## src/hw/rtl/pc_sample_histogram_unit_defines.svh

```systemverilog
// ---------------------------------------------------------------------------
// pc_sample_histogram_unit_defines.svh
// Assertion helper macros shared by the PC sample histogram RTL.
// ---------------------------------------------------------------------------
`ifndef PC_SAMPLE_HISTOGRAM_UNIT_DEFINES_SVH
`define PC_SAMPLE_HISTOGRAM_UNIT_DEFINES_SVH

// The consequent must hold in the same cycle as the antecedent.
`define PHS_ASSERT_NOW(label, clk, rst, ante, cons, msg) \
   label: assert property (@(posedge clk) disable iff (rst) (ante) |-> (cons)) \
      else $error(msg);

// The consequent must hold in the cycle after the antecedent.
`define PHS_ASSERT_NEXT(label, clk, rst, ante, cons, msg) \
   label: assert property (@(posedge clk) disable iff (rst) (ante) |=> (cons)) \
      else $error(msg);

`endif

```

## src/hw/rtl/phs_pkg.sv

```systemverilog
// ---------------------------------------------------------------------------
// phs_pkg
// Shared constants and types of the PC sample histogram unit.
// ---------------------------------------------------------------------------
package phs_pkg;

   localparam int BIN_COUNT = 1024;
   localparam int BIN_AW    = (BIN_COUNT > 1) ? $clog2(BIN_COUNT) : 1;

   localparam int PC_W    = 32;
   localparam int SCALE_W = 17;
   localparam int BYTES_W = 12;
   localparam int TICK_W  = 8;
   localparam int RBIN_W  = 10;
   localparam int VAL_W   = 16;

   localparam int REQ_DW = 56;
   localparam int RSP_DW = 32;
   localparam int CSR_AW = 2;
   localparam int CSR_DW = 32;

   // Register indexes of the configuration port.
   localparam logic [CSR_AW-1:0] CSR_PC_OFFSET    = 2'd0;
   localparam logic [CSR_AW-1:0] CSR_SAMPLE_SCALE = 2'd1;
   localparam logic [CSR_AW-1:0] CSR_BUFFER_BYTES = 2'd2;

   // Scale of 1.0 in 16 fraction bits; larger writes are refused.
   localparam logic [SCALE_W-1:0] SCALE_ONE = 17'h10000;

   typedef struct packed {
      logic [PC_W-1:0]    pc_offset;
      logic [SCALE_W-1:0] sample_scale;
      logic [BYTES_W-1:0] buffer_bytes;
   } cfg_type;

   // One item leaving the index pipeline towards the bin store.
   typedef struct packed {
      logic              valid;
      logic              is_read;
      logic              hit;
      logic              rd_ok;
      logic [BIN_AW-1:0] addr;
      logic [RBIN_W-1:0] bin_number;
      logic [TICK_W-1:0] ticks;
   } lookup_type;

endpackage

```

## src/hw/rtl/phs_csr.sv

```systemverilog
// ---------------------------------------------------------------------------
// phs_csr
// Configuration registers: offset, scale and histogram size.
// ---------------------------------------------------------------------------
module phs_csr (
   input  logic                       clock,
   input  logic                       reset,
   input  logic                       csr_valid,
   output logic                       csr_ready,
   input  logic [phs_pkg::CSR_AW-1:0] csr_addr,
   input  logic [phs_pkg::CSR_DW-1:0] csr_wdata,
   output phs_pkg::cfg_type           cfg
);
   import phs_pkg::*;

   cfg_type cfg_ff;
   cfg_type cfg_in;

   always_comb begin
      cfg_in = cfg_ff;
      if (csr_valid) begin
         unique case (csr_addr)
            CSR_PC_OFFSET: begin
               cfg_in.pc_offset = csr_wdata[PC_W-1:0];
            end
            CSR_SAMPLE_SCALE: begin
               // Scales above 1.0 are ignored and the old value stays.
               if (csr_wdata[SCALE_W-1:0] <= SCALE_ONE) begin
                  cfg_in.sample_scale = csr_wdata[SCALE_W-1:0];
               end
            end
            CSR_BUFFER_BYTES: begin
               cfg_in.buffer_bytes = csr_wdata[BYTES_W-1:0];
            end
            default: begin
            end
         endcase
      end
   end

   always_ff @(posedge clock) begin
      if (reset) begin
         cfg_ff <= '0;
      end else begin
         cfg_ff <= cfg_in;
      end
   end

   assign csr_ready = 1'b1;
   assign cfg       = cfg_ff;

endmodule

```

## config.mk

```make
export PLATFORM = sky130hd
export DESIGN_NAME = phs_csr
export DESIGN_NICKNAME = d
export VERILOG_FILES = /design/src/hw/rtl/pc_sample_histogram_unit_defines.svh /design/src/hw/rtl/phs_pkg.sv /design/src/hw/rtl/phs_csr.sv
export SDC_FILE = /design/constraint.sdc
export NUM_CORES = 1
export LEC_CHECK = 0
export ABC_AREA = 1
export BUFFER_PORTS_ARGS = -buffer_cell sky130_fd_sc_hd__buf_2
export CORE_MARGIN = 10
export CORE_UTILIZATION = 30
export CTS_BUF_LIST = sky130_fd_sc_hd__clkbuf_8 sky130_fd_sc_hd__clkbuf_16
export DETAILED_ROUTE_END_ITERATION = 12
export GPL_TIMING_DRIVEN = 1
export PLACE_DENSITY = 0.55
export SLEW_MARGIN = 10
export SYNTH_ARGS = -nofsm -noshare
export SYNTH_HDL_FRONTEND = slang
export SYNTH_SLANG_ARGS = --single-unit
```

## constraint.sdc

```tcl
create_clock -name clock -period 0.9 [get_ports clock]
set_input_delay 0.045 -clock clock [delete_from_list [all_inputs] [get_ports clock]]
set_output_delay 0.045 -clock clock [all_outputs]
set_load 0.1 [all_outputs]
```

Yosys cells after proc, flatten, opt, wreduce, memory -nomap -nowiden
Cells that the tools add are included.
{"block": "totals", "reg_bits": 61, "latchBits": 0, "ram_bits": 0, "rom_bits": 0, "inputBits": 37, "output_inout_bits": 62, "wordCells": 10, "memories": 0}
{"block": "classes", "add_sub_neg": 0, "mul": 0, "div": 0, "magnitude_cmp": 1, "eq_ne": 2, "shift": 0, "muxes": 0, "bitwise": 0, "n_reduce_logical": 4}
{"op": "$le 17x17->1 const B", "n": 1}
{"op": "$reduce_and 2->1", "n": 2}
{"op": "$reduce_and 3->1", "n": 1}
{"op": "$eq 2x1->1 const B", "n": 1}
{"op": "$eq 2x2->1 const B", "n": 1}
{"op": "$logic_not 2->1", "n": 1}

Logic depth before layout (Yosys ltp)
{"block": "logic_depth", "ltp_word": 2, "depth_mapped": 9, "depth_no_buf": 8}

Least setup slack after synthesis
Ideal clock, no wire load.
{"block": "synth_path", "kind": "reg2reg", "start": "reg, netlist name cfg[0]", "end": "reg cfg_ff (netlist bit cfg[0])", "setup_ps": 71, "arrival_time_ps": 1245, "required_time_ps": 829, "setup_slack_ps": -416, "path_stages_with_launch": 3, "n_path_buf": 0, "period_less_slack_ps": 1316, "cell_sequence": "dfxtp_1 > o21ai_0 > a21oi_1"}
{"element": "end signal, assigned", "line": "phs_csr.sv:45", "rtl": "cfg_ff <= cfg_in;"}
{"element": "end, declared", "line": "phs_csr.sv:16", "rtl": "cfg_type cfg_ff;"}

Worst setup path after layout
{"block": "layout_path", "start": "reg cfg_ff (netlist bit cfg[11])", "end": "out cfg[11] in the netlist's numbering"}
{"element": "end, declared", "line": "phs_csr.sv:12", "rtl": "output phs_pkg::cfg_type cfg"}
No word-level cell between the ends.

==> impl_metrics.toml <==
[clocking]
cts_resized = 0
clock_sinks = 61
tritoncts = "done"
cts.clk_slew.worst_paths_ns = 0.07
clkLatencyLatePin_ns = 0.33
numCtsBuffers = 9
h-tree-depth = 3
cts_buffer_depth = 2
cts_root_buf = "clkbuf_8"

[final_layout]
multi_input_area_um2 = 888.4
fin_nets = 464
n_antenna_cell = 0
layout.cells.non_filler = 530
drive_gt1_frac = 0.4640
largest_register_ffs = 61
regArea_um2 = 1405
area_delta_synth_final_pct = 97.63
final.fill_count = 654

[synth]
ys_seq_elements = 61
mappedNetlistArea_um2 = 2266
syn-num-nets = 333
seq_area_frac_synth = 0.5389
yosysMostFrequentCell = "nor2_1"
yosys.area.top_type = "dfxtp_1"
synth_ff_type = "dfxtp_1"
yosysWarningCount = 0
syn_inst = 296
synth_top_cells_by_count = "nor2_1 (76), dfxtp_1 (61), o21ai_0 (44)"
yosys-top-cells-area = "dfxtp_1 (54%), nor2_1 (13%), o21ai_0 (9.7%)"
async_reset_ff_frac = 0
synth.distinct_cells = 19
synth.top_cell.area_share = 0.5389
synth-edff-count = 0
syn_avg_cell_area_um2 = 7.655

[detailed_routing]
vias = 2342
wl_met1_um = 3236
antenna_left = 0
highest_layer = "met4"
drtIter0Drc = 45
wl_per_cell_um = 14.21
viasPerCell = 4.419
met3_length_um = 749
drt_wl_total_um = 7532
wl_met2_um = 3496
drc = 0
drtPass1Iterations = 4

[floorplan]
io_pins = 99
initial_core_util = 0.3107
std_cell_rows = 31
fp.dieArea_um2 = 11430
die_w_um = 106.9
core-area_um2 = 7292
die_y_um = 106.9

[timing]
final_hold_viol_count = 0
setup_ws_ns = -0.01960
fin_hold_ws_ns = 0.02520
setup_viol_count_final = 24
fmax_mhz = 1087
fin_crit_sh = 1.022
rsz0062_at_grt = "true"
slew_violations = 0
setup_tns_ns = -0.1907
fin_skew_ns = 0
period_needed_ns = 0.9196

[pwr]
power_density_nw_per_um2 = 1577
vdd_drop_max_uv = 820.7
p_total_uw = 7064
p_leak_uw = 0.001955

[placement]
portBuffers = 97
gp_congestion = 0.7456
placed_cells = 493
pre_cts_slack_ns = -0.2336
hpwl_um = 5638

[worst_hold_path]
hold_class = "input port to flop"

[worst_setup_path]
critPathSlowestCell = "dfxtp_4"
path_max_fanout = 2
worst-path-buf-inv = 1
critPathLaunchType = "flop"
worst-setup-path-type = "flop to output port"
cp-end-kind = "output port"
worstPathRequired_ns = 0.85
path_cells = "buf_12"
cp_slowest_stage_delay_ns = 0.37
crit_arrival_ns = 0.87
critPathTopFamily = "flip-flops"

[global_routing]
grt_pass1_vias = 2425
grt_max_degree = 35
grt_usage = 0.1343
grt_pass1_wl_um = 12410
globalRoute.totalOverflow = 0
antenna_found_initial = 0

[run_status]
violations = "negative setup slack"
status = "finished, violations left"

[run]
cap_violations = 0
kinds of logic (layout without fill, tap and decap cells):
group,Yosys count,count (layout),share of synthesized area
buffers and inverters,40,175,0.07289
other,1,1,0.001655
DFF,61,61,0.5389
and+or+nand+nor,121,121,0.2253
AOI/OAI and AO/OA,73,73,0.1612
what timing repair did:
item | 4_1_cts | 5_1_grt
buffers inserted | 1 | 1
pin swaps | 0 | 0
endpoints found under the hold margin | 20 | 0
endpoints found under the setup margin | 61 | 61
hold buffers | 20 | 0
layout make-up:
type | instances | share of cell area
Clock buffer | 11 | 0.03381
Timing Repair Buffer | 138 | 0.4012
Tap cell | 99 | 0.02766
Sequential cell | 61 | 0.3138
Clock inverter | 4 | 0.003912
Inverter | 22 | 0.02124
Multi-Input combinational cell | 195 | 0.1984
cells in the final DEF, fill, tap and decap left out, types with 11 or more instances in the layout:
master,netlist,layout
nor2_1,76,76
buf_12,0,64
o21ai_0,44,44
dfxtp_4,0,43
buf_2,3,36
a21oi_1,29,29
inv_1,21,22
nand2_1,23,22
dlygate4sd3_1,0,20
dfxtp_2,0,18
buf_4,1,18
nand3_1,17,17
clkbuf_8,0,11
per-stage QoR:
stage | instance area (µm²) | utilization
2_1_floorplan | 2469 | -
4_1_cts | 4471 | 0.6131
6_report | 4478 | 0.6141
3_3_place_gp | 4094 | 0.5614
5_1_grt | 4478 | 0.6141
3_5_place_dp | 4094 | 0.5614
per-layer routing:
layer / track usage / up-vias
met5: 0 / -
met2: 0.2151 / 74
li1: - / 1216
met4: 0.03288 / 0
met3: 0.07485 / 7
met1: 0.1519 / 1045
worst paths after layout:
kind | from | to | slack, ns | depth (start not counted)
max | cfg[11] | cfg[11] | -0.02 | 1
min | csr_wdata[2] | cfg[2] | 0.03 | 3
max reg2reg | cfg[29] | cfg[29] | 0.14 | 2
min reg2reg | cfg[23] | cfg[23] | 0.50 | 2
power breakdown:
group / switching, µW / total, µW / internal [µW]
registers: 131 / 2910 / 2780
clock network: 1000 / 2110 / 1100
logic: 1300 / 2050 / 749
total: 2430 / 7060 / 4630
No activity file was read; power rests on OpenSTA's default activity.
