File: config.mk
export PLATFORM = sky130hd
export DESIGN_NAME = phs_index
export DESIGN_NICKNAME = d
export VERILOG_FILES = /design/src/hw/rtl/pc_sample_histogram_unit_defines.svh /design/src/hw/rtl/phs_pkg.sv /design/src/hw/rtl/phs_index.sv
export SDC_FILE = /design/constraint.sdc
export NUM_CORES = 1
export LEC_CHECK = 0
export BUFFER_PORTS_ARGS = -buffer_cell sky130_fd_sc_hd__buf_2
export CAP_MARGIN = 25
export CORE_ASPECT_RATIO = 0.7
export CORE_UTILIZATION = 35
export CTS_BUF_LIST = sky130_fd_sc_hd__clkbuf_4
export CTS_CLUSTER_DIAMETER = 30
export DETAILED_ROUTE_END_ITERATION = 10
export PLACE_DENSITY = 0.53
export SLEW_MARGIN = 20
export SYNTH_ARGS = -nofsm -noshare
export SYNTH_HDL_FRONTEND = slang
export SYNTH_SLANG_ARGS = --single-unit
File: constraint.sdc
create_clock -name clock -period 19.8 [get_ports clock]
set_input_delay 3.96 -clock clock [delete_from_list [all_inputs] [get_ports clock]]
set_output_delay 3.96 -clock clock [all_outputs]
set_load 0.02 [all_outputs]
File: src/hw/rtl/pc_sample_histogram_unit_defines.svh
// ---------------------------------------------------------------------------
// pc_sample_histogram_unit_defines.svh
// Assertion helper macros shared by the PC sample histogram RTL.
// ---------------------------------------------------------------------------
`ifndef PC_SAMPLE_HISTOGRAM_UNIT_DEFINES_SVH
`define PC_SAMPLE_HISTOGRAM_UNIT_DEFINES_SVH

// The consequent must hold in the same cycle as the antecedent.
`define PHS_ASSERT_NOW(label, clk, rst, ante, cons, msg) \
   label: assert property (@(posedge clk) disable iff (rst) (ante) |-> (cons)) \
      else $error(msg);

// The consequent must hold in the cycle after the antecedent.
`define PHS_ASSERT_NEXT(label, clk, rst, ante, cons, msg) \
   label: assert property (@(posedge clk) disable iff (rst) (ante) |=> (cons)) \
      else $error(msg);

`endif

File: src/hw/rtl/phs_pkg.sv
// ---------------------------------------------------------------------------
// phs_pkg
// Shared constants and types of the PC sample histogram unit.
// ---------------------------------------------------------------------------
package phs_pkg;

   localparam int BIN_COUNT = 1024;
   localparam int BIN_AW    = (BIN_COUNT > 1) ? $clog2(BIN_COUNT) : 1;

   localparam int PC_W    = 32;
   localparam int SCALE_W = 17;
   localparam int BYTES_W = 12;
   localparam int TICK_W  = 8;
   localparam int RBIN_W  = 10;
   localparam int VAL_W   = 16;

   localparam int REQ_DW = 56;
   localparam int RSP_DW = 32;
   localparam int CSR_AW = 2;
   localparam int CSR_DW = 32;

   // Register indexes of the configuration port.
   localparam logic [CSR_AW-1:0] CSR_PC_OFFSET    = 2'd0;
   localparam logic [CSR_AW-1:0] CSR_SAMPLE_SCALE = 2'd1;
   localparam logic [CSR_AW-1:0] CSR_BUFFER_BYTES = 2'd2;

   // Scale of 1.0 in 16 fraction bits; larger writes are refused.
   localparam logic [SCALE_W-1:0] SCALE_ONE = 17'h10000;

   typedef struct packed {
      logic [PC_W-1:0]    pc_offset;
      logic [SCALE_W-1:0] sample_scale;
      logic [BYTES_W-1:0] buffer_bytes;
   } cfg_type;

   // One item leaving the index pipeline towards the bin store.
   typedef struct packed {
      logic              valid;
      logic              is_read;
      logic              hit;
      logic              rd_ok;
      logic [BIN_AW-1:0] addr;
      logic [RBIN_W-1:0] bin_number;
      logic [TICK_W-1:0] ticks;
   } lookup_type;

endpackage

File: src/hw/rtl/phs_index.sv
// ---------------------------------------------------------------------------
// phs_index
// Three-stage pipeline that turns a sample into a bin address.
// ---------------------------------------------------------------------------
module phs_index (
   input  logic                       clock,
   input  logic                       reset,
   input  logic                       advance,
   input  logic                       take,
   input  logic                       func,
   input  logic [phs_pkg::PC_W-1:0]   sample_pc,
   input  logic [phs_pkg::TICK_W-1:0] tick_count,
   input  logic [phs_pkg::RBIN_W-1:0] read_bin,
   input  phs_pkg::cfg_type           cfg,
   output phs_pkg::lookup_type        lookup
);
   import phs_pkg::*;

   localparam int PROD_W = PC_W + SCALE_W;

   // Stage 1: input register.
   logic              v1_ff;
   logic              func1_ff;
   logic [PC_W-1:0]   pc1_ff;
   logic [TICK_W-1:0] ticks1_ff;
   logic [RBIN_W-1:0] rbin1_ff;

   // Stage 2: offset removed.
   logic              v2_ff;
   logic              func2_ff;
   logic              go2_ff;
   logic [PC_W-1:0]   diff2_ff;
   logic [TICK_W-1:0] ticks2_ff;
   logic [RBIN_W-1:0] rbin2_ff;

   // Stage 3: scaled byte index.
   logic              v3_ff;
   logic              func3_ff;
   logic              go3_ff;
   logic [PC_W-1:0]   idx3_ff;
   logic [TICK_W-1:0] ticks3_ff;
   logic [RBIN_W-1:0] rbin3_ff;

   logic [PC_W-1:0]   diff2_in;
   logic              go2_in;
   logic [PROD_W-1:0] prod;
   logic [PC_W-1:0]   idx3_in;
   logic              in_range;
   logic              in_store;
   logic              hit;

   assign diff2_in = pc1_ff - cfg.pc_offset;
   assign go2_in   = !func1_ff && (cfg.sample_scale != '0) && (ticks1_ff != '0)
                     && (pc1_ff >= cfg.pc_offset);

   assign prod    = PROD_W'(diff2_ff) * PROD_W'(cfg.sample_scale);
   // Shift right by 16 and clear bit 0, keeping the low word.
   assign idx3_in = {prod[PC_W+15:17], 1'b0};

   assign in_range = idx3_ff < PC_W'(cfg.buffer_bytes);
   assign in_store = idx3_ff[PC_W-1:1] < (PC_W-1)'(BIN_COUNT);
   assign hit      = go3_ff && in_range && in_store;

   always_ff @(posedge clock) begin
      if (reset) begin
         v1_ff <= 1'b0;
         v2_ff <= 1'b0;
         v3_ff <= 1'b0;
      end else if (advance) begin
         v1_ff <= take;
         v2_ff <= v1_ff;
         v3_ff <= v2_ff;
      end
   end

   always_ff @(posedge clock) begin
      if (advance) begin
         func1_ff  <= func;
         pc1_ff    <= sample_pc;
         ticks1_ff <= tick_count;
         rbin1_ff  <= read_bin;

         func2_ff  <= func1_ff;
         go2_ff    <= go2_in;
         diff2_ff  <= diff2_in;
         ticks2_ff <= ticks1_ff;
         rbin2_ff  <= rbin1_ff;

         func3_ff  <= func2_ff;
         go3_ff    <= go2_ff;
         idx3_ff   <= idx3_in;
         ticks3_ff <= ticks2_ff;
         rbin3_ff  <= rbin2_ff;
      end
   end

   always_comb begin
      lookup.valid   = v3_ff;
      lookup.is_read = func3_ff;
      lookup.hit     = hit;
      lookup.rd_ok   = func3_ff && (PC_W'(rbin3_ff) < PC_W'(BIN_COUNT));
      lookup.ticks   = ticks3_ff;
      if (func3_ff) begin
         lookup.addr       = BIN_AW'(rbin3_ff);
         lookup.bin_number = rbin3_ff;
      end else begin
         lookup.addr       = idx3_ff[BIN_AW:1];
         lookup.bin_number = hit ? idx3_ff[RBIN_W:1] : '0;
      end
   end

endmodule

== Word level (Yosys, flattened, before mapping) ==
Cells that the tools add are included.

* Register bits after elaboration: 157
* Bits in latches: 0
* RAM bits: 0
* ROM bits: 0
* Bits of input ports: 116
* Output and inout bits: 32
* Logic and storage cells: 32
* Memories kept: 0

* $add $sub $neg: 1
* $mul: 1
* Div/mod/pow operators: 0
* $lt $le $gt $ge: 3
* Equal/unequal tests: 0
* Shift operators: 0
* Multiplexer cells: 2
* Bitwise operators: 0
* Reductions and logical operators: 8

{| class="wikitable"
|+ Operators by type and width
! operator !! number
|-
| $mul 32x17->48 || 1
|-
| $ge 32x32->1 || 1
|-
| $lt 32x12->1 || 1
|-
| $sub 32x32->32 || 1
|-
| $lt 31x11->1 const B || 1
|-
| $mux 20 || 1
|-
| $reduce_bool 17->1 || 1
|-
| $mux 10 || 1
|-
| $reduce_bool 8->1 || 1
|-
| $logic_and 1x1->1 || 5
|-
| $logic_not 1->1 || 1
|}

== Depth between registers and ports, before layout ==
Gate-level depths: netlist of the first run.

* Word-level depth: 5
* Depth in mapped cells: 24
* Depth with buffers taken out: 22

== Least setup slack after synthesis of the first run ==
OpenSTA, ideal clock, no wires.

* Path kind: input port to output port
* Start point: in cfg[1] (netlist name)
* End point: out lookup[10] (netlist name)
* Arrival time: 5807 ps
* Data required time: 15840 ps
* Path slack: 10033 ps
* Stages on the path: 11
* Buffers on the path: 1
* Cell sequence: inv_1 -> ha_1 -> nor2b_1 -> o21a_1 -> o21a_1 -> o21ai_0 -> nand2b_1 -> a21oi_1 -> o2111ai_1 -> clkbuf_1 -> o21ai_0

{| class="wikitable"
|+ RTL lines
! what !! line !! text
|-
| start: declaration || phs_index.sv:14 || <nowiki>input phs_pkg::cfg_type cfg,</nowiki>
|-
| end: declaration || phs_index.sv:15 || <nowiki>output phs_pkg::lookup_type lookup</nowiki>
|}

==> results of run 1 <==
## path summary, 6_finish.rpt
path                                   start     endpoint
worst min register to register   rbin1_ff[8]  rbin2_ff[8]
worst max register to register  diff2_ff[28]  idx3_ff[29]
worst min-delay path             rbin1_ff[8]  rbin2_ff[8]
worst max-delay path                  cfg[1]   lookup[16]
## metrics by stage
stage | hold slack [ps] | setup WS [ps] | area, sq um | cells
2_1_floorplan | 400.3 | 10030 | 23780 | 2468
3_3_place_gp | 400.7 | 9162 | 25190 | 3392
3_5_place_dp | 405.2 | 9114 | 25190 | 3392
4_1_cts | 422.7 | 9552 | 25470 | 3424
5_1_grt | 419.5 | 9319 | 25480 | 3425
6_report | 416.2 | 9616 | 25480 | 3427
## cells by family (layout without fill, tap and decap cells)
group / Yosys count / after routing / share of synthesized area
AOI/OAI and AO/OA: 216 / 216 / 0.05988
xor gates and xnor gates: 61 / 61 / 0.02247
adders and majority gates: 607 / 607 / 0.4605
buffers and inverters: 654 / 719 / 0.1043
DFF: 157 / 157 / 0.1970
muxes: 3 / 3 / 0.001263
other: 0 / 3 / 0
and+or+nand+nor: 770 / 770 / 0.1545
## cell usage in the layout, fill, tap and decap left out, types with 4 or more instances in the layout
cell / synthesis / layout
inv_1: 539 / 539
fa_1: 447 / 447
nand2_1: 408 / 408
and2_1: 200 / 200
ha_1: 160 / 160
edfxtp_1: 154 / 154
buf_2: 0 / 146
a21oi_1: 69 / 69
o21ai_0: 45 / 45
nor2_1: 45 / 45
xnor2_1: 36 / 36
a21o_1: 33 / 33
xor2_1: 25 / 25
nand4_1: 24 / 24
clkbuf_4: 0 / 17
nand2b_1: 15 / 15
nand3_1: 14 / 14
and3_1: 13 / 13
nor2b_1: 13 / 13
nor4_1: 13 / 13
nor3_1: 11 / 11
o211ai_1: 7 / 7
o21bai_1: 7 / 7
a31oi_1: 6 / 6
o21a_1: 6 / 6
o2111ai_1: 4 / 4
or2_2: 4 / 4
## worst register-to-register path, stage by stage, from the launching register on
cell and delay (ps):
edfxtp_1 940, nand2_1 200, fa_1 620, inv_1 70
fa_1 530, inv_1 50, fa_1 490, inv_1 50
fa_1 510, fa_1 500, inv_1 60, fa_1 530
inv_1 60, ha_1 360, a21oi_1 350, o21ai_0 140
a21oi_1 180, o32ai_1 110, a211oi_2 400, o21ai_1 220
a2111o_1 440, o2111ai_1 120
## layer usage
metal	vias up	GRT usage
met1	8731	0.2558
met5	-	0
met4	2	0.05268
met2	528	0.3149
met3	69	0.03698
li1	7629	-
## cell type report
type | count | area (sq um)
Antenna cell | 3 | 7.507
Clock buffer | 17 | 127.6
Clock inverter | 15 | 153.9
Fill cell | 6807 | 41340
Inverter | 539 | 2023
Multi-Input combinational cell | 1657 | 16620
Sequential cell | 157 | 4684
Tap cell | 891 | 1115
Timing Repair Buffer | 148 | 749.5
## state kept, by name, indices dropped and copies added (netlist names), 8 cells and up
register	cells
diff2_ff	32
pc1_ff	32
ticks3_ff	8
idx3_ff	31
rbin3_ff	10
ticks1_ff	8
ticks2_ff	8
rbin1_ff	10
rbin2_ff	10
==> summary.txt, run 1 <==
Routed WL: 62.24 mm
Largest net degree at the start of global routing: 93
Required time worst endpoint: 15,840 ps
Vias/cell: 4.949
Grt ovf: 0
CP Launch Type: input pin
Clock-pin slew on the worst setup and hold paths: 160 ps
Yosys reg bits: 157
Max_cap viols: 0
Area grow syn2layout: 7.161%
Asr flop ratio synth: 0
Global-route wire length before repair: 100.8 mm
Yosys warning count: 0
HPWL after detailed placement: 47.75 mm
Number of synthesized flops with an enable pin: 154
WL met2: 29.19 mm
Setup Skew: 35.94 ps
Ports: 148
Syn Nets: 3,191
Gpl congestion: 0.8574
Die area: 0.06900 sq mm
Crit path buf inv count: 3
Hold buffer count at CTS: 0
Critical Path AT: 6220 ps
Site row count: 79
Ys flop type: edfxtp_1
Die Width: 313.5 um
Top sig layer: met5
CTS tree: yes
Post-route ant nets: 0
Post-Syn Instances: 2,468
1st-iter DRT viols: 1,078
Worst Max-Slew Pin Slew: 1007 ps
Average cell area after synthesis: 9.635 sq um
# resized after CTS: 0
Layout cells sized above 1: 0.07856
Mapped cell area: 0.02378 sq mm
Root buffer cell: clkbuf_4
Met1 WL: 27.48 mm
Final core occ: 0.3814
GRT Overall Usage: 0.1909
Top post-synthesis cells by area: fa_1, edfxtp_1, inv_1
Outcome: completed
Slew Limit Fails: 0
Vias in the first global route: 18,270
Final Critical Period: 10,180 ps
Clock tree buffer depth: 2
Synth cell types: 63
Yosys top cell by area: fa_1
Worst hold path stage count: 0
Sum Neg Setup Slack: 0 ps
Clk_lat worst skew: 690 ps
WP depth: 12
WL met3: 4.244 mm
Crit-path max cell delay: 460 ps
Post-synth top cells: inv_1, fa_1, nand2_1
Initial antenna violation count: 3
Clock sinks: 157
DRC Markers: 0
CTS Buf Count: 17
Sequential area share after synthesis: 0.1970
Initial Utilization: 0.3559
Count leader, synth: inv_1
Slowest CP cell: o2111ai_1
Wire per inst: 18.16 um
Via Count: 16,960
Headroom to the max-slew limit: 0.3287
Nets: 3,243
Worst min path class: flip-flop to flip-flop
Tcrit/Tclk final: 0.5143
Level count of the clock H-tree: 4
Post-CTS setup buffers: 0
Nature of the critical path endpoint: output pin
Worst R2R Path Depth: 21
Endpoints failing setup: 0
# port buffers: 147
Worst path cell trace: buf_2 > inv_1 > ha_1 > nor2b_1 > o21a_1 > o21a_1 > o21ai_0 > nand2b_1 > a21oi_1 > o2111ai_1 > o21ai_0 > buf_2
CP top delay family: compound AO/OA/AOI/OAI gates
Fmax achieved: 98.20 MHz
Fin. Hold Viols: 0
Die height: 220.1 um
R2r setup slk: 12,660 ps
DR pass1 iterations: 5
Max FO, Critical Path: 11
Kind of critical path: input pin to output pin
RSZ-0062 raised after global routing: false
Core box area: 0.06682 sq mm
Area share of the largest cell type after synthesis: 0.3763
Power of run 1 is not shown: default switching activity piles up to over one toggle a cycle in this logic, so the estimate is an artifact.
==> run 2: changes to the inputs <==
==> constraint.sdc (replaced) <==
create_clock -name clock -period 9.8 [get_ports clock]
set_input_delay 1.96 -clock clock [delete_from_list [all_inputs] [get_ports clock]]
set_output_delay 1.96 -clock clock [all_outputs]
set_load 0.02 [all_outputs]
==> summary.txt, run 2 (synthesis gave the netlist of run 1 again) <==
Fillers: 6,828 (+0.31%)
# resized after CTS: 0 (unchanged)
RSZ-0062 raised after global routing: false
Most frequent cells in the layout: inv_1, fa_1, nand2_1
CTS Buf Count: 17 (unchanged)
Post-route ant nets: 0 (unchanged)
Kind of critical path: input pin to flip-flop
Vias in the first global route: 18,330 (+0.29%)
Tcrit/Tclk final: 0.8350
DRC Markers: 0 (unchanged)
Met1 WL: 28.21 mm (+2.7%)
Fmax achieved: 122.2 MHz
Nature of the critical path endpoint: flip-flop
GRT Overall Usage: 0.1902 (-0.0006817)
Required time worst endpoint: 10,310 ps (-5530 ps)
Critical Path AT: 8690 ps (+2470 ps)
Fin. Hold Viols: 0 (unchanged)
Outcome: completed
Setup Skew: 37.25 ps (+1.315 ps)
Biggest regs: diff2_ff: 32 flops, pc1_ff: 32 flops, idx3_ff: 31 flops
Initial antenna violation count: 2 (-1)
Area grow syn2layout: 7.293%
Clock tree buffer depth: 2 (unchanged)
Slew Limit Fails: 0 (unchanged)
Worst Max-Slew Pin Slew: 1057 ps (+50.28 ps)
CP Launch Type: input pin
1st-iter DRT viols: 934 (-13%)
Hold buffer count at CTS: 0 (unchanged)
Max_cap viols: 0 (unchanged)
Wire per inst: 18.00 um (-0.87%)
Endpoints failing setup: 0 (unchanged)
Level count of the clock H-tree: 4 (unchanged)
HPWL after detailed placement: 47.20 mm (-1.1%)
Vias/cell: 4.935 (-0.28%)
Ports: 148 (unchanged)
Clock sinks: 157 (unchanged)
Nets: 3,243 (unchanged)
Site row count: 79 (unchanged)
Final Critical Period: 8183 ps
Top sig layer: met4
Gpl congestion: 0.9014 (+5.1%)
WL met3: 3.659 mm (-14%)
DR pass1 iterations: 5 (unchanged)
Core box area: 0.06682 sq mm (unchanged)
Layout cells sized above 1: 0.07856 (unchanged)
Die area: 0.06900 sq mm (unchanged)
Initial Utilization: 0.3559 (unchanged)
Via Count: 16,910 (-0.31%)
Max FO, Critical Path: 33 (+22)
CTS tree: yes
Clock-pin slew on the worst setup and hold paths: 160 ps (about the same)
Die height: 220.1 um (unchanged)
Die Width: 313.5 um (unchanged)
# port buffers: 147 (unchanged)
Routed WL: 61.68 mm (-0.90%)
Grt ovf: 0 (unchanged)
Headroom to the max-slew limit: 0.2952 (-0.03352)
Sum Neg Setup Slack: 0 ps (unchanged)
WL met2: 28.58 mm (-2.1%)
Global-route wire length before repair: 100.5 mm (-0.34%)
Most common cell after layout, fill and taps aside: inv_1
Root buffer cell: clkbuf_4
Post-CTS setup buffers: 0 (unchanged)
Clk_lat worst skew: 700 ps (about the same)
Worst min path class: flip-flop to flip-flop
Largest net degree at the start of global routing: 93 (unchanged)
==> run 2: cell count changes in the layout (fill, tap and decap cells not counted), sizes merged <==
cell,change
bufinv,+1
clkinvlp,-3
inv,+2
diode,-1
==> run 2: area by class of cell <==
| cell class | count | area [sq um] | area share |
|---|---|---|---|
| clock buffer | 17 | 127.6 | 0.005002 |
| multi-input combinational | 1657 | 16620 | 0.6515 |
| timing repair buffer | 148 | 749.5 | 0.02938 |
| inverter | 539 | 2023 | 0.07930 |
| clock inverter | 15 | 187.7 | 0.007356 |
| sequential | 157 | 4684 | 0.1836 |
| antenna | 2 | 5.005 | 0.0001962 |
| tap | 891 | 1115 | 0.04370 |
==> run 2: final timing paths <==
kind                      from      endpoint  slack [ps]  cells past startpoint
hold reg to reg   ticks2_ff[7]  ticks3_ff[7]         440                      0
setup / recovery       cfg[14]   idx3_ff[29]        1620                     22
setup reg to reg  diff2_ff[30]   idx3_ff[29]        2590                     21
hold / removal    ticks2_ff[7]  ticks3_ff[7]         440                      0
==> run 2: stage by stage <==
step                      cell area, sq um  setup WS (ps)  utilization  instances  hold WS, ps
after CTS                            25510           1847       0.3818       3424        435.8
after floorplan                      23780           2157            -       2468        400.3
final                                25510           1617       0.3818       3426        441.7
after global placement               25190           1151       0.3770       3392        400.2
after detailed placement             25190           1099       0.3770       3392        405.6
after global routing                 25510           1438       0.3818       3426        453.8
==> run 2: per-layer routing <==
layer / track usage / vias up
li1: - / 7636
met4: 0.05073 / 0
met3: 0.03303 / 68
met5: 0 / -
met2: 0.3111 / 505
met1: 0.2602 / 8697
==> run 2: critical path, cell delays in order <==
cell and delay, ps:
buf_2 640, nand2_1 180, fa_1 620, inv_1 80, fa_1 550, inv_1 60
fa_1 490, inv_1 50, fa_1 520, fa_1 500, inv_1 50, fa_1 540
inv_1 60, ha_1 370, a21oi_1 320, o21ai_0 150, a21oi_1 200, o32ai_1 110
a211oi_2 440, o21ai_1 230, a2111o_1 450, o2111ai_1 100
Power of run 2 is left out for the same reason.
==> run 3: changes to the inputs <==
==> constraint.sdc (replaced) <==
create_clock -name clock -period 7.7 [get_ports clock]
set_input_delay 1.54 -clock clock [delete_from_list [all_inputs] [get_ports clock]]
set_output_delay 1.54 -clock clock [all_outputs]
set_load 0.02 [all_outputs]
==> summary.txt, run 3 (synthesis gave the netlist of run 1 again) <==
GRT Overall Usage: 0.1830 (-0.007207)
# resized after CTS: 0 (unchanged)
Root buffer cell: clkbuf_4
Grt ovf: 0 (unchanged)
Worst min path class: flip-flop to flip-flop
Non-filler cells in the finished layout: 3,518 (+2.7%)
Post-Place Cells: 3,482 (+2.7%)
Final WS setup: 429.3 ps (-1188 ps)
R2R Path Start: diff2_ff[15]
Initial Utilization: 0.3559 (unchanged)
Fin. Hold Viols: 0 (unchanged)
Clk_lat worst skew: 730 ps (+30 ps)
HPWL after detailed placement: 48.85 mm (+3.5%)
Area after DPL: 0.02589 sq mm (+2.8%)
Critical Path AT: 7730 ps (-960 ps)
Slew Limit Fails: 0 (unchanged)
Initial antenna violation count: 2 (unchanged)
Outcome: completed
Global-route wire length before repair: 98.62 mm (-1.9%)
RSZ-0062 raised after global routing: false
Site row count: 79 (unchanged)
Clock-pin slew on the worst setup and hold paths: 160 ps (about the same)
Worst R2R Path Depth: 19 (-9.5%)
Final Cell Area: 0.02621 sq mm (+2.7%)
DR pass1 iterations: 5 (unchanged)
Via Count: 16,920 (+0.071%)
R2r setup slk: 800 ps (-1790 ps)
Max FO, Critical Path: 15 (-55%)
Final core occ: 0.3923 (+0.01047)
CTS Buf Count: 17 (unchanged)
Setup Skew: 45.32 ps (+8.072 ps)
Endpoint, Worst Hold: rbin3_ff[6]
Worst hold path stage count: 0 (unchanged)
Pre-CTS setup slack: -227.1 ps (-1326 ps)
Largest net degree at the start of global routing: 95 (+2.2%)
Clock sinks: 157 (unchanged)
Headroom to the max-slew limit: 0.3514 (+0.05620)
Vias in the first global route: 18,600 (+1.5%)
Most common cell after layout, fill and taps aside: inv_1
Hold_sp: rbin2_ff[6]
Max_cap viols: 0 (unchanged)
CP Launch Type: input pin
Post-route ant nets: 0 (unchanged)
Core box area: 0.06682 sq mm (unchanged)
CTS tree: yes
Clock tree buffer depth: 2 (unchanged)
DRC Markers: 0 (unchanged)
Gpl congestion: 0.8514 (-5.5%)
Final Critical Period: 7271 ps
Nets: 3,333 (+2.8%)
Die area: 0.06900 sq mm (unchanged)
Die height: 220.1 um (unchanged)
Required time worst endpoint: 8160 ps (-2150 ps)
Hold buffer count at CTS: 0 (unchanged)
Most frequent cells in the layout: inv_1, fa_1, nand2_1
Wire per inst: 16.73 um (-7.1%)
Post-CTS setup buffers: 0 (unchanged)
Layout cells sized above 1: 0.1098 (+0.03123)
Worst r2r dst: idx3_ff[31]
Die Width: 313.5 um (unchanged)
Routed WL: 58.84 mm (-4.6%)
Biggest regs: diff2_ff: 32 flops, pc1_ff: 32 flops, idx3_ff: 31 flops
Tcrit/Tclk final: 0.9442
Ports: 148 (unchanged)
Area grow syn2layout: 10.23%
1st-iter DRT viols: 965 (+3.3%)
Nature of the critical path endpoint: flip-flop
# port buffers: 147 (unchanged)
Worst Max-Slew Pin Slew: 972.9 ps (-84.30 ps)
Level count of the clock H-tree: 4 (unchanged)
Fmax achieved: 137.5 MHz
Vias/cell: 4.809 (-2.5%)
Kind of critical path: input pin to flip-flop
Endpoints failing setup: 0 (unchanged)
-- run 3: cell count changes in the layout (fill, tap and decap cells not counted), moves of 2 or more --
cell,delta
clkinv_8,+3
buf_4,+88
diode_2,+2
buf_12,+2
-- run 3: routing by layer --
metal | up-vias | global-route usage | share of wire
li1 | 7820 | - | -
met1 | 8744 | 0.2532 | 0.48
met2 | 305 | 0.3047 | 0.47
met3 | 49 | 0.02720 | 0.038
met4 | 0 | 0.03691 | 0.012
met5 | - | 0 | 0
-- run 3: layout make-up --
| class | count | area (sq um) |
|---|---|---|
| clock buffer | 17 | 127.6 |
| inverter | 539 | 2023 |
| multi-input combinational | 1657 | 16610 |
| sequential | 157 | 4684 |
| timing repair buffer | 238 | 1450 |
| fill | 6731 | 40610 |
| clock inverter | 15 | 188.9 |
| antenna | 4 | 10.01 |
| tap | 891 | 1115 |
-- run 3: through the flow --
stage          hold slack (ps)  setup TNS [ps]
6_report                 415.8               0
5_1_grt                  418.8               0
3_5_place_dp             405.2          -794.4
3_3_place_gp             401.2          -328.3
4_1_cts                  419.3               0
2_1_floorplan            400.3               0
-- run 3: worst max-delay path, cell delays in order --
cell	delay (ps)
buf_2	310
buf_4	300
nand2_1	120
fa_1	580
inv_1	60
fa_1	530
inv_1	50
fa_1	490
inv_1	50
fa_1	500
fa_1	490
inv_1	50
fa_1	470
inv_1	40
ha_1	310
buf_4	130
nand2_1	60
nor3_1	470
nand3_1	150
o31ai_1	650
a31oi_1	210
xnor2_1	170
-- run 3: worst max-delay path by stage --
| stage | from | endpoint | slack (ps) |
|---|---|---|---|
| CTS | cfg[15] | idx3_ff[24] | 580 |
| detailed placement | cfg[15] | idx3_ff[24] | -230 |
| finish | cfg[14] | idx3_ff[24] | 430 |
| global route | cfg[15] | idx3_ff[24] | 230 |
| floorplan | cfg[14] | idx3_ff[29] | 480 |
| global placement | cfg[14] | idx3_ff[24] | -90 |
Power of run 3 is left out for the same reason.
